## src/rtl/gbs_pkg.sv

```systemverilog
// ----------------------------------------------------------------------------
// gbs_pkg: shared types and constants for greedy box suppression
// Box and result structs, register reset value, store defaults.
// ----------------------------------------------------------------------------
package gbs_pkg;

  localparam int unsigned DefMaxKept       = 256;
  localparam int unsigned DefMaxCandidates = 1024;
  localparam logic [15:0] IouThresholdRst  = 16'd29491;
  localparam int unsigned IdxW             = 10;

  typedef struct packed {
    logic signed [15:0] box_left;
    logic signed [15:0] box_top;
    logic        [14:0] box_width;
    logic        [14:0] box_height;
    logic               set_end;
  } box_req_t;

  typedef struct packed {
    logic            kept;
    logic [IdxW-1:0] candidate_index;
    logic            store_overflow;
    logic            set_last;
  } box_res_t;

  // classified request handed from front to back
  typedef struct packed {
    box_req_t        box;
    logic [IdxW-1:0] idx;
    logic            idx_ovf;
  } box_job_t;

endpackage

```

## src/rtl/gbs_front.sv

```systemverilog
// ----------------------------------------------------------------------------
// gbs_front: request intake
// Numbers candidates within a set and queues them for the compare engine.
// ----------------------------------------------------------------------------
module gbs_front #(
  parameter int unsigned MaxCandidates = gbs_pkg::DefMaxCandidates
) (
  input  logic               clk_i,
  input  logic               rst_ni,
  input  logic               push,
  output logic               full,
  input  gbs_pkg::box_req_t  req_i,
  output logic               job_valid_o,
  input  logic               job_take_i,
  output gbs_pkg::box_job_t  job_o
);
  localparam int unsigned CntW = $clog2(MaxCandidates + 1);
  localparam logic [CntW-1:0] CntMax = CntW'(MaxCandidates);
  localparam logic [CntW-1:0] IdxLast = CntW'(MaxCandidates - 1);

  logic [CntW-1:0] cnt_q, cnt_d;
  gbs_pkg::box_job_t q_mem_q [2];
  logic [0:0] wr_q, rd_q;
  logic [1:0] fill_q;
  gbs_pkg::box_job_t job_new;
  logic sat, wr_en, rd_en;

  assign full  = (fill_q == 2'd2);
  assign wr_en = push && !full;
  assign rd_en = job_take_i && (fill_q != 2'd0);
  assign sat   = (cnt_q == CntMax);
  assign job_valid_o = (fill_q != 2'd0);
  assign job_o = q_mem_q[rd_q];

  always_comb begin
    logic [CntW-1:0] idx_full;
    idx_full = sat ? IdxLast : cnt_q;
    job_new.box     = req_i;
    job_new.idx     = gbs_pkg::IdxW'(idx_full);
    job_new.idx_ovf = sat;
    cnt_d = cnt_q;
    if (wr_en) begin
      if (req_i.set_end) cnt_d = '0;
      else if (!sat) cnt_d = cnt_q + 1'b1;
    end
  end

  always_ff @(posedge clk_i) begin
    if (wr_en) q_mem_q[wr_q] <= job_new;
  end

  always_ff @(posedge clk_i or negedge rst_ni) begin
    if (!rst_ni) begin
      cnt_q  <= '0;
      wr_q   <= '0;
      rd_q   <= '0;
      fill_q <= '0;
    end else begin
      cnt_q <= cnt_d;
      if (wr_en) wr_q <= wr_q + 1'b1;
      if (rd_en) rd_q <= rd_q + 1'b1;
      fill_q <= fill_q + {1'b0, wr_en} - {1'b0, rd_en};
    end
  end
endmodule

```

## config.mk

```make
export PLATFORM = sky130hd
export DESIGN_NAME = gbs_front
export DESIGN_NICKNAME = d
export VERILOG_FILES = /design/src/rtl/gbs_pkg.sv /design/src/rtl/gbs_front.sv
export SDC_FILE = /design/constraint.sdc
export NUM_CORES = 1
export LEC_CHECK = 0
export BUFFER_PORTS_ARGS = -buffer_cell sky130_fd_sc_hd__buf_2
export CORE_MARGIN = 2
export CORE_UTILIZATION = 49
export CTS_CLUSTER_DIAMETER = 150
export DETAILED_ROUTE_END_ITERATION = 7
export PLACE_DENSITY = 0.84
export SETUP_SLACK_MARGIN = 0.4
export SKIP_LAST_GASP = 1
export SLEW_MARGIN = 20
export SYNTH_ARGS = -nofsm -noshare
export SYNTH_HDL_FRONTEND = slang
export SYNTH_SLANG_ARGS = --single-unit
export TNS_END_PERCENT = 5
```

## constraint.sdc

```tcl
create_clock -name clk_i -period 9.4 [get_ports clk_i]
set_clock_uncertainty 0.05 [all_clocks]
set_input_delay 0.94 -clock clk_i [delete_from_list [all_inputs] [get_ports clk_i]]
set_output_delay 0.94 -clock clk_i [all_outputs]
set_load 0.01 [all_outputs]
```

# --- Word-level counts from Yosys, hierarchy flattened ---
# Memory sizes are Yosys's and may differ from the RTL's.
# Cells that the tools add are included.
op_classes:
  mux: 5
  n_reduce_logical: 5
  add_sub_neg: 5
  n_eq_ne: 3
op_table:
  columns: ["operator", "n"]
  rows:
  - ["$mux W11", 2]
  - ["$add A11 B1 Y11 const B", 1]
  - ["$eq A11 B11 Y1 const B", 1]
  - ["$mux W10", 1]
  - ["$add A1 B1 Y1 const B", 2]
  - ["$add A2 B1 Y2", 1]
  - ["$eq A2 B2 Y1 const B", 1]
  - ["$logic_and A1 B1 Y1", 2]
  - ["$mux W1", 2]
  - ["$ne A2 B2 Y1 const B", 1]
  - ["$reduce_and A2 Y1", 1]
  - ["$reduce_bool A2 Y1", 1]
  - ["$sub A2 B1 Y2", 1]
  - ["$logic_not A1 Y1", 1]
word_totals:
  inputBits: 67
  mem_bits_rw: 148
  n_memories: 1
  reg_bits: 15
  out_inout_bits: 76
mem_list:
  columns: ["memory", "depth", "word_bits", "rd", "rd_clocked_by_memory_dff", "wr", "line_no", "text"]
  rows:
  - ["q_mem_q", 2, 74, 1, 0, 1, "gbs_front.sv:22", "gbs_pkg::box_job_t q_mem_q [2];"]

# --- Longest topological paths before layout ---
# Gate-level depths: netlist of run 1.
logic_depth:
  word_depth: 5
  ltp_mapped: 7
  depth_no_buf: 7

# --- Worst setup path after synthesis of run 1 ---
# No wires, ideal clock.
synth_path:
  path_kind: "input port to flip-flop"
  from: "in push"
  to: "mem q_mem_q[0][0] (netlist name), enable pin"
  arrival_ns: 4.190
  path_stages: 2
  path_slack_ns: 4.653
  required_ns: 8.843
  setup_ns: 0.507
  cell_sequence: "nand2_1 > nor2_1"
synth_via:
  elab_chain_cells: 3
synth_lines:
  columns: ["element", "line_no", "text"]
  rows:
  - ["start: declaration", "gbs_front.sv:10", "input logic push,"]
  - ["$logic_and A1 B1 Y1", "gbs_front.sv:29", "assign wr_en = push && !full;"]
  - ["$mux W1", "gbs_front.sv:49", "if (wr_en) q_mem_q[wr_q] <= job_new;"]
  - ["$mux W1 (implied by the code)", "gbs_front.sv:49", null]
  - ["end: declaration", "gbs_front.sv:22", null]
# No other way between the ends.

==> flow_metrics.py, run 1 <==
metrics = {
    "grt": {
        "antenna_found_initial": 0,
        "grt_usage_pct": 17.3,
        "grt_max_degree": 76,
        "grt_overflow_total": 0,
        "first_global_vias": 3821,
        "grt_pass1_wl_mm": 18.7,
    },
    "sta": {
        "hold_violations": 0,
        "setup_violations": 0,
        "worst_pin_slew_ns": 1.02,
        "finalCriticalPeriod_ns": 3.12,
        "slew_headroom_pct": 31.7,
        "worst_slack_ns": 6.28,
        "fin_tns_setup_ns": 0,
        "rsz0062_at_grt": "no",
        "finalCritPeriodShare_pct": 33.2,
        "fmax_ghz": 0.321,
        "drv_slew": 0,
    },
    "pwr": {
        "power.leakage_nw": 2.94,
        "p_per_area_mw_per_mm2": 314,
        "vdd_drop_max_v": 0.000161,
    },
    "cts": {
        "post_cts.repair.setup_buffers": 0,
        "cts_tree": "yes",
        "ctsRootBufferMaster": "clkbuf_16",
        "ctsHoldBuffers": 0,
        "cts_resized": 0,
        "ctsHtreeMaxLevel": 4,
        "cts_made_buffers": 17,
        "clock_latency_ns": 0.42,
        "clkTransAtPathRegs_ns": 0.06,
        "cts_max_path_buffers": 2,
        "cts_sinks": 163,
    },
    "setup_path": {
        "reg2reg_slack_ns": 6.82,
        "worst_setup_path_start_kind": "register",
        "critPathKind": "reg2out",
        "crit_end": "job_o[6]",
        "r2r-start": "fill_q[1]$_DFF_PN0_",
        "reg2reg_depth": 4,
        "r2r_end": "q_mem_q[0][33]$_DFFE_PP_",
        "setup.worst_path.start": "rd_q$_DFFE_PN0P_",
        "crit_required_ns": 8.41,
        "cp.arrival_ns": 2.13,
        "cp-end-kind": "primary output",
        "path_max_fanout": 75,
    },
    "detailed_routing": {
        "ant_nets": 0,
        "wire_per_inst_microns": 17.1,
        "drt_first_pass_iters": 5,
        "drt-initial-drc-count": 290,
        "drc": 0,
        "dr_total_vias": 3685,
        "wirelength_mm": 11.7,
        "vias_per_cell": 5.40,
    },
    "synth": {
        "yosysSeqAreaShare_pct": 75.8,
        "synth_nets": 419,
        "synthDistinctLibCells": 37,
        "synthCells": 348,
        "synth-edff-count": 148,
        "ys_warn_count": 0,
        "async_flop_share_pct": 9.20,
        "synth_area_sq_mm": 0.00636,
        "ys_seq_elements": 163,
        "syn_area_per_cell_sq_um": 18.3,
        "synth_ff_type": "edfxtp_1",
    },
    "floorplan": {
        "core_sq_mm": 0.0127,
        "die_w_microns": 118,
        "rows": 41,
        "die-area_sq_mm": 0.0139,
        "io_pins": 143,
        "die_y_microns": 118,
        "initial_utilization_pct": 50.2,
    },
    "place": {
        "dpl.hpwl_mm": 7.51,
        "place_congestion": 0.786,
        "io_buffer_count": 142,
        "preCtsSetupSlack_ns": 6.23,
    },
    "final_layout": {
        "antenna_cells": 0,
        "final_nets": 568,
        "drive_gt1_share_pct": 41.0,
        "final_common_cell": "edfxtp_1",
        "final_cell_mix": "edfxtp_1 (148), buf_2 (142), mux2_1 (50)",
        "area_growth_pct": 23.1,
    },
    "worst_hold_path": {
        "hold_path_class": "in2async",
    },
    "outcome": {
        "status": "finished clean",
    },
    "job": {
        "drv_cap": 0,
    },
}
cells by family (layout without fill, tap and decap cells):
family | count (synthesis) | after routing | synth area share [%]
buf+inv | 22 | 184 | 1.55
mux | 74 | 74 | 13.1
simple gates | 52 | 52 | 4.92
compound gates | 29 | 29 | 3.34
flops | 163 | 163 | 75.8
fa+ha+maj | 4 | 4 | 0.787
xor+xnor | 4 | 4 | 0.551
metal layers:
| metal | track usage [%] | up-vias | share of wire [%] |
|---|---|---|---|
| met5 | 0 | - | 0 |
| met1 | 20.5 | 1833 | 40 |
| met3 | 5.38 | 20 | 6.8 |
| met2 | 29.7 | 169 | 51 |
| met4 | 6.25 | 0 | 1.5 |
| li1 | - | 1663 | - |
through the flow:
step	hold slack, ns	std cells	utilization (%)	total power (W)	cell area (sq um)
3_3_place_gp	0.449	650	57.2	0.00179	7250
3_5_place_dp	0.473	650	57.2	0.00181	7250
2_1_floorplan	0.411	348	-	0.00156	6360
4_1_cts	0.374	682	61.8	0.00249	7830
6_report	0.383	682	61.8	0.00246	7830
5_1_grt	0.385	682	61.8	0.00258	7830
registers in the layout (all words and copies together) (netlist names):
register  cells
wr_q          1
cnt_q        11
rd_q          1
q_mem_q     148
fill_q        2
synthesized netlist by cell type (2+ instances only):
| library cell | number | area [sq um] |
|---|---|---|
| nand4_1 | 7 | 43.8 |
| or3_1 | 2 | 12.5 |
| and3_1 | 2 | 12.5 |
| nor2_1 | 5 | 18.8 |
| mux2_1 | 50 | 563 |
| buf_4 | 2 | 15.0 |
| o311ai_1 | 7 | 61.3 |
| and2_1 | 2 | 12.5 |
| clkbuf_1 | 4 | 15.0 |
| or4_1 | 4 | 30.0 |
| nand2_1 | 11 | 41.3 |
| inv_2 | 3 | 11.3 |
| o21ai_1 | 5 | 25.0 |
| ha_1 | 4 | 50.1 |
| nand2b_1 | 6 | 37.5 |
| o311ai_0 | 2 | 17.5 |
| o21ai_0 | 6 | 30.0 |
| inv_1 | 6 | 22.5 |
| mux2_2 | 24 | 270 |
| o211ai_1 | 6 | 45.0 |
| buf_2 | 7 | 35.0 |
| nor2b_1 | 2 | 12.5 |
| edfxtp_1 | 148 | 4440 |
| xnor2_1 | 3 | 26.3 |
| dfrtp_1 | 15 | 375 |
| nand3_1 | 4 | 20.0 |
layout make-up:
type                    count  area [sq um]
fillers                   934          4840
multi-input cells         163          1460
repair buffers            143           718
clock inverters            14           155
inverters                   9          33.8
clock buffers              18           429
flip-flops and latches    163          4820
well taps                 172           215
worst min-delay path by stage:
stage                          end  slack [ns]  cells after the start
2_1_floorplan     wr_q$_DFFE_PN0P_        0.41                      1
3_3_place_gp   fill_q[1]$_DFF_PN0_        0.45                      1
3_5_place_dp   fill_q[1]$_DFF_PN0_        0.47                      1
4_1_cts        fill_q[1]$_DFF_PN0_        0.37                      1
5_1_grt        fill_q[0]$_DFF_PN0_        0.38                      1
6_report          wr_q$_DFFE_PN0P_        0.38                      1
power breakdown:
group          internal (W)  total (W)  switching [W]
clock network      0.000395   0.000669       0.000274
logic              0.000290   0.000634       0.000344
registers           0.00102    0.00116       0.000141
worst max-delay path, stage by stage, from the launching register on:
cell and delay, ns:
dfrtp_4 1.08, mux2_2 0.43, buf_2 0.14
Power figures use the tool's default switching activity.
==> run 2, diff against run 1 <==
--- a/config.mk
+++ b/config.mk
@@ -5,6 +5,7 @@
 export SDC_FILE = /design/constraint.sdc
 export NUM_CORES = 1
 export LEC_CHECK = 0
+export ABC_AREA = 1
 export BUFFER_PORTS_ARGS = -buffer_cell sky130_fd_sc_hd__buf_2
 export CORE_MARGIN = 2
 export CORE_UTILIZATION = 49
==> constraint.sdc (replaced) <==
create_clock -name clk_i -period 2.9 [get_ports clk_i]
set_clock_uncertainty 0.05 [all_clocks]
set_input_delay 0.29 -clock clk_i [delete_from_list [all_inputs] [get_ports clk_i]]
set_output_delay 0.29 -clock clk_i [all_outputs]
set_load 0.01 [all_outputs]
==> run 2 against run 1 <==
Setup slack worse by 5.5 ns. Non-clock buffer count up 35. Critical endpoint is now job_o[35]. Total power rose to 3.2 times the previous value. Global-route usage up 2.1 points. Final cell count up 30%. Largest cell class unchanged. Clock power rose to 3.1 times the previous value. Highest routed layer unchanged. Routed wire length up 14%. Synthesized cell count up 50%. Utilization up 2.7 points. Largest power group unchanged. Critical path depth up 2.
==> flow_metrics.py, run 2 <==
metrics = {
    "final_layout": {
        "top_regs": "q_mem_q x148, cnt_q x11, fill_q x2",
        "final_util_pct": 64.5,
        "antenna_cells": 0,
        "nFillCells": 983,
        "final_nets": 773,
        "final-seq-area_sq_mm": 0.00482,
        "final_common_cell": "nand2_1",
        "final_cell_mix": "nand2_1 (258), edfxtp_1 (148), buf_2 (142)",
        "largest_reg_flops": 148,
        "multi_input_area_sq_mm": 0.00145,
        "area_growth_pct": 27.6,
        "drive_gt1_share_pct": 29.6,
        "regMostFlops": "q_mem_q",
    },
    "detailed_routing": {
        "drt-initial-drc-count": 252,
        "wire_per_inst_microns": 15.0,
        "ant_nets": 0,
        "drt_first_pass_iters": 5,
        "drc": 0,
        "vias_per_cell": 4.89,
        "wirelength_mm": 13.3,
        "dr_total_vias": 4330,
    },
    "sta": {
        "drv_slew": 0,
        "hold_violations": 0,
        "worst_slack_ns": 0.737,
        "finalCritPeriodShare_pct": 74.6,
        "worst_pin_slew_ns": 0.769,
        "slew_headroom_pct": 48.7,
        "finalCriticalPeriod_ns": 2.16,
        "fmax_ghz": 0.462,
        "rsz0062_at_grt": "no",
        "setup_violations": 0,
    },
    "worst_hold_path": {
        "hold_path_class": "in2reg",
        "hold_start": "req_i[19]",
    },
    "cts": {
        "post_cts.repair.setup_buffers": 0,
        "ctsRootBufferMaster": "clkbuf_16",
        "cts_sinks": 163,
        "clock_latency_ns": 0.41,
        "cts_max_path_buffers": 2,
        "cts_tree": "yes",
        "ctsHtreeMaxLevel": 4,
        "cts_made_buffers": 17,
        "clkTransAtPathRegs_ns": 0.06,
    },
    "synth": {
        "yosysSeqAreaShare_pct": 74.9,
        "yosysTopAreaCell": "edfxtp_1",
        "synthCells": 522,
        "synth_ff_type": "edfxtp_1",
        "ys_warn_count": 0,
        "synth-edff-count": 148,
        "synth_most_common_cell": "nand2_1",
        "synthDistinctLibCells": 28,
        "async_flop_share_pct": 9.20,
        "synth_area_sq_mm": 0.00643,
        "ys_seq_elements": 163,
        "yosys-top-cells-count": "nand2_1 (258), edfxtp_1 (148), inv_1 (17)",
        "syn_area_per_cell_sq_um": 12.3,
        "synth_nets": 593,
        "synth_top_area_share_pct": 69.1,
        "synth.area.top_cells": "edfxtp_1 (69%), nand2_1 (15%), dfrtp_1 (5.8%)",
    },
    "grt": {
        "grt_overflow_total": 0,
        "grt_max_degree": 75,
        "antenna_found_initial": 0,
        "grt_pass1_wl_mm": 21.0,
        "grt_usage_pct": 19.3,
        "first_global_vias": 4342,
    },
    "setup_path": {
        "r2r-start": "fill_q[1]$_DFF_PN0_",
        "crit_required_ns": 2.56,
        "setup.worst_path.start": "rd_q$_DFFE_PN0P_",
        "critPathKind": "reg2out",
        "worst_setup_path_start_kind": "register",
        "cp-end-kind": "primary output",
        "cp.arrival_ns": 1.82,
        "path_max_fanout": 74,
    },
    "place": {
        "io_buffer_count": 142,
        "place_congestion": 0.843,
        "dpl.hpwl_mm": 8.30,
        "preCtsSetupSlack_ns": 0.949,
    },
    "floorplan": {
        "die_y_microns": 119,
        "rows": 41,
        "io_pins": 143,
        "core_sq_mm": 0.0127,
        "initial_utilization_pct": 50.6,
        "die_w_microns": 119,
        "die-area_sq_mm": 0.0141,
    },
    "pwr": {
        "p_per_area_mw_per_mm2": 962,
        "power.leakage_nw": 3.57,
        "vdd_drop_max_v": 0.000637,
    },
    "job": {
        "drv_cap": 0,
    },
    "outcome": {
        "status": "finished clean",
    },
}
run 2: cell count changes after synthesis, sizes merged, moves of 3 or more:
| cell | previous run | this run |
|---|---|---|
| o211ai | 6 | 0 |
| inv | 9 | 20 |
| mux2 | 74 | 0 |
| or4 | 4 | 0 |
| nand2 | 11 | 268 |
| clkbuf | 4 | 10 |
| o311ai | 10 | 0 |
| xor2 | 1 | 4 |
| and3 | 3 | 0 |
| nor2 | 5 | 15 |
| nand2b | 7 | 0 |
| nand4 | 7 | 0 |
| nand3 | 5 | 11 |
run 2: where the power goes:
part / switching (W) / internal, W
logic: 0.00164 / 0.000837
registers: 0.000159 / 0.00318
clock network: 0.000833 / 0.00124
run 2: logic make-up (layout without fill, tap and decap cells):
logic type               Yosys count  in the layout  share of synthesized area [%]
XOR/XNOR                           5              5                          0.681
flip-flops                       163            163                           74.9
adder cells (fa/ha/maj)            4              4                          0.778
AO/OA/AOI/OAI                     13             13                           1.48
AND/OR/NAND/NOR                  299            299                           19.4
buffers and inverters             38            230                           2.70
run 2: timing repair:
| action | in CTS | in global routing |
|---|---|---|
| hold buffers | 29 | 0 |
| hold endpoints to repair | 69 | 0 |
| gates resized for setup | 0 | 0 |
run 2: worst max-delay path, stage by stage (launching register included):
cell	delay, ns
dfrtp_2	0.37
buf_4	0.62
nand2_1	0.16
nand2_1	0.12
buf_2	0.13
run 2: cell type report:
class | instances | area share (%)
sequential | 163 | 58.7
multi-input combinational | 321 | 17.7
timing repair buffer | 178 | 13.1
clock buffer | 18 | 5.23
tap | 172 | 2.62
clock inverter | 13 | 1.45
inverter | 21 | 1.11
run 2: final timing paths:
check | cells after the start | end | slack, ns
min | 1 | q_mem_q[0][30]$_DFFE_PP_ | 0.02
max in group asynchronous | 2 | rd_q$_DFFE_PN0P_ | 2.25
min reg2reg | 1 | fill_q[0]$_DFF_PN0_ | 0.51
max reg2reg | 6 | q_mem_q[1][61]$_DFFE_PP_ | 0.95
min in group asynchronous | 2 | cnt_q[7]$_DFFE_PN0P_ | 0.26
max | 4 | job_o[35] | 0.74
run 2: per-stage QoR:
| step | hold WS (ns) | setup TNS [ns] | cell area (sq um) | std cells | total power, W |
|---|---|---|---|---|---|
| floorplan | -0.0556 | -42.95 | 6440 | 522 | 0.00483 |
| global placement | 0.162 | 0 | 7370 | 826 | 0.00576 |
| detailed placement | 0.170 | 0 | 7370 | 826 | 0.00584 |
| CTS | 0.000269 | 0 | 8210 | 886 | 0.00795 |
| global route | 0.00334 | 0 | 8210 | 886 | 0.00832 |
| finish | 0.0199 | 0 | 8210 | 886 | 0.00790 |
run 2: routing by layer:
| layer | vias up | routed length [microns] | global-route usage [%] |
|---|---|---|---|
| li1 | 2088 | - | - |
| met3 | 16 | 748 | 4.54 |
| met2 | 159 | 6800 | 32.9 |
| met4 | 0 | 140 | 7.51 |
| met5 | - | 0 | 0 |
| met1 | 2067 | 5590 | 23.9 |
==> run 3, diff against run 2 <==
==> constraint.sdc (replaced) <==
create_clock -name clk_i -period 2 [get_ports clk_i]
set_clock_uncertainty 0.05 [all_clocks]
set_input_delay 0.2 -clock clk_i [delete_from_list [all_inputs] [get_ports clk_i]]
set_output_delay 0.2 -clock clk_i [all_outputs]
set_load 0.01 [all_outputs]
==> run 3 against run 2 <==
Combinational power is 87% higher. Highest routed layer unchanged. Register-to-register slack worse by 0.67 ns. Sequential cell count stayed put. Total power is 61% higher. Die area stayed put. Sequential power is 46% higher. Critical path depth is 1 higher. Setup slack worse by 0.47 ns.
==> flow_metrics.py, run 3 (synthesis results as in run 2) <==
metrics = {
    "sta": {
        "fmax_ghz": 0.576,
        "hold_ws_ns": 0.0574,
        "rsz0062_at_grt": "yes",
        "setup_violations": 0,
        "slew_headroom_pct": 76.0,
        "worst_pin_slew_ns": 0.361,
        "finalCritPeriodShare_pct": 86.8,
        "hold_violations": 0,
        "finalCriticalPeriod_ns": 1.74,
        "drv_slew": 0,
        "worst_slack_ns": 0.263,
    },
    "floorplan": {
        "rows": 41,
        "initial_utilization_pct": 50.6,
        "die_y_microns": 119,
        "die_w_microns": 119,
        "die-area_sq_mm": 0.0141,
        "io_pins": 143,
        "core_sq_mm": 0.0127,
    },
    "detailed_routing": {
        "dr_total_vias": 4680,
        "wire_per_inst_microns": 17.3,
        "vias_per_cell": 5.01,
        "ant_nets": 0,
        "drc": 0,
        "drt_first_pass_iters": 5,
        "wirelength_mm": 16.2,
        "drt-initial-drc-count": 366,
    },
    "setup_path": {
        "r2r-start": "fill_q[1]$_DFF_PN0_",
        "critPathKind": "reg2out",
        "cp-end-kind": "primary output",
        "critPathMostFrequentCell": "nand2_1",
        "cp_slowest_cell": "dfrtp_2",
        "path_buf_inv": 3,
        "crit_required_ns": 1.75,
        "reg2reg_depth": 8,
        "slowest_delay_ns": 0.42,
        "reg2reg_slack_ns": 0.28,
        "path_max_fanout": 11,
        "cp_top_family": "buffers and inverters",
        "cp.arrival_ns": 1.49,
        "worst_setup_path_start_kind": "register",
        "r2r_end": "fill_q[1]$_DFF_PN0_",
        "crit_chain": "clkinv_4 -> buf_12 -> nand2_1 -> nand2_1 -> buf_2",
    },
    "final_layout": {
        "drive_gt1_share_pct": 31.7,
        "regMostFlops": "q_mem_q",
        "final_cell_mix": "nand2_1 (245), edfxtp_1 (148), buf_2 (142)",
        "top_regs": "q_mem_q x148, cnt_q x11, fill_q x2",
        "final_util_pct": 70.4,
        "antenna_cells": 0,
        "final_nets": 821,
        "area_growth_pct": 39.3,
        "final_common_cell": "nand2_1",
        "largest_reg_flops": 148,
        "layoutNonFillerInstCount": 935,
    },
    "pwr": {
        "power_switching_w": 0.00431,
        "vdd_drop_max_v": 0.000916,
        "internal-power_w": 0.00841,
        "pwr-share-comb_pct": 36.4,
        "p_clk_share_pct": 25.3,
        "p_per_area_mw_per_mm2": 1420,
        "power.leakage_nw": 3.88,
        "p_sw_share_pct": 33.9,
        "p_seq_share_pct": 38.3,
        "power_w": 0.0127,
    },
    "worst_hold_path": {
        "min_to": "q_mem_q[1][11]$_DFFE_PP_",
        "hold_start": "req_i[0]",
        "hold_path_class": "in2reg",
        "min_delay_path_depth": 1,
    },
    "grt": {
        "antenna_found_initial": 0,
        "grt_max_degree": 75,
        "grt_pass1_wl_mm": 22.3,
        "grt_usage_pct": 20.8,
        "grt_overflow_total": 0,
        "first_global_vias": 4529,
    },
    "place": {
        "place_inst": 826,
        "place_congestion": 0.843,
        "dpl.hpwl_mm": 8.61,
        "preCtsSetupSlack_ns": 0.216,
        "io_buffer_count": 142,
    },
    "cts": {
        "ctsRootBufferMaster": "clkbuf_16",
        "cts_made_buffers": 17,
        "clkTransAtPathRegs_ns": 0.06,
        "ctsHtreeMaxLevel": 4,
        "clock_latency_ns": 0.42,
        "cts_sinks": 163,
        "cts_max_path_buffers": 2,
        "cts_tree": "yes",
    },
    "outcome": {
        "status": "finished clean",
    },
    "job": {
        "drv_cap": 0,
    },
}
run 3: cell count changes in the layout (fill, tap and decap cells not counted), moves of 3 or more:
cell,delta
buf_12,+6
nand2_1,-13
clkbuf_16,+6
nand2_2,+12
dlygate4sd3_1,+35
clkinv_1,-3
buf_6,+4
buf_4,-4
run 3: cell type report:
type | instances | area, sq um
Sequential cell | 163 | 4820
Inverter | 21 | 96.3
Timing Repair Buffer | 226 | 1740
Clock inverter | 13 | 160
Fill cell | 820 | 3760
Tap cell | 172 | 215
Multi-Input combinational cell | 321 | 1490
Clock buffer | 19 | 433
run 3: per-stage QoR:
step | instance area [sq um] | TNS (ns)
finish | 8960 | 0
global route | 8960 | 0
CTS | 8680 | 0
detailed placement | 7420 | 0
global placement | 7420 | 0
floorplan | 6450 | -48.17
run 3: power by group through the flow:
stage | clock [W] | combinational (W) | sequential [W]
finish | 0.00322 | 0.00464 | 0.00487
global route | 0.00341 | 0.00497 | 0.00492
CTS | 0.00326 | 0.00382 | 0.00485
detailed placement | 0 | 0.00366 | 0.00491
global placement | 0 | 0.00355 | 0.00486
floorplan | 0 | 0.00214 | 0.00486
run 3: worst max path at each step:
stage | start | end | slack, ns | cells after the start
floorplan | fill_q[1]$_DFF_PN0_ | q_mem_q[1][0]$_DFFE_PP_ | -0.34 | 5
global placement | fill_q[1]$_DFF_PN0_ | fill_q[1]$_DFF_PN0_ | 0.28 | 8
detailed placement | fill_q[1]$_DFF_PN0_ | fill_q[1]$_DFF_PN0_ | 0.22 | 8
CTS | rd_q$_DFFE_PN0P_ | job_o[55] | 0.22 | 5
global route | rd_q$_DFFE_PN0P_ | job_o[11] | 0.21 | 5
finish | rd_q$_DFFE_PN0P_ | job_o[32] | 0.26 | 5
run 3: timing repair:
| item | 4_1_cts | 5_1_grt |
|---|---|---|
| resized for setup | 5 | 19 |
| hold endpoints to repair | 140 | 0 |
| pin swaps | 3 | 2 |
| hold buffers | 64 | 0 |
| setup endpoints to repair | 222 | 232 |
| cloned | 0 | 11 |
| setup buffers | 1 | 1 |
run 3: routing by layer:
layer / track usage (%) / wire (microns) / vias up
li1: - / - / 2193
met1: 23.7 / 6270 / 2232
met2: 36.6 / 8470 / 212
met3: 5.55 / 980 / 43
met4: 9.08 / 469 / 0
met5: 0 / 0 / -
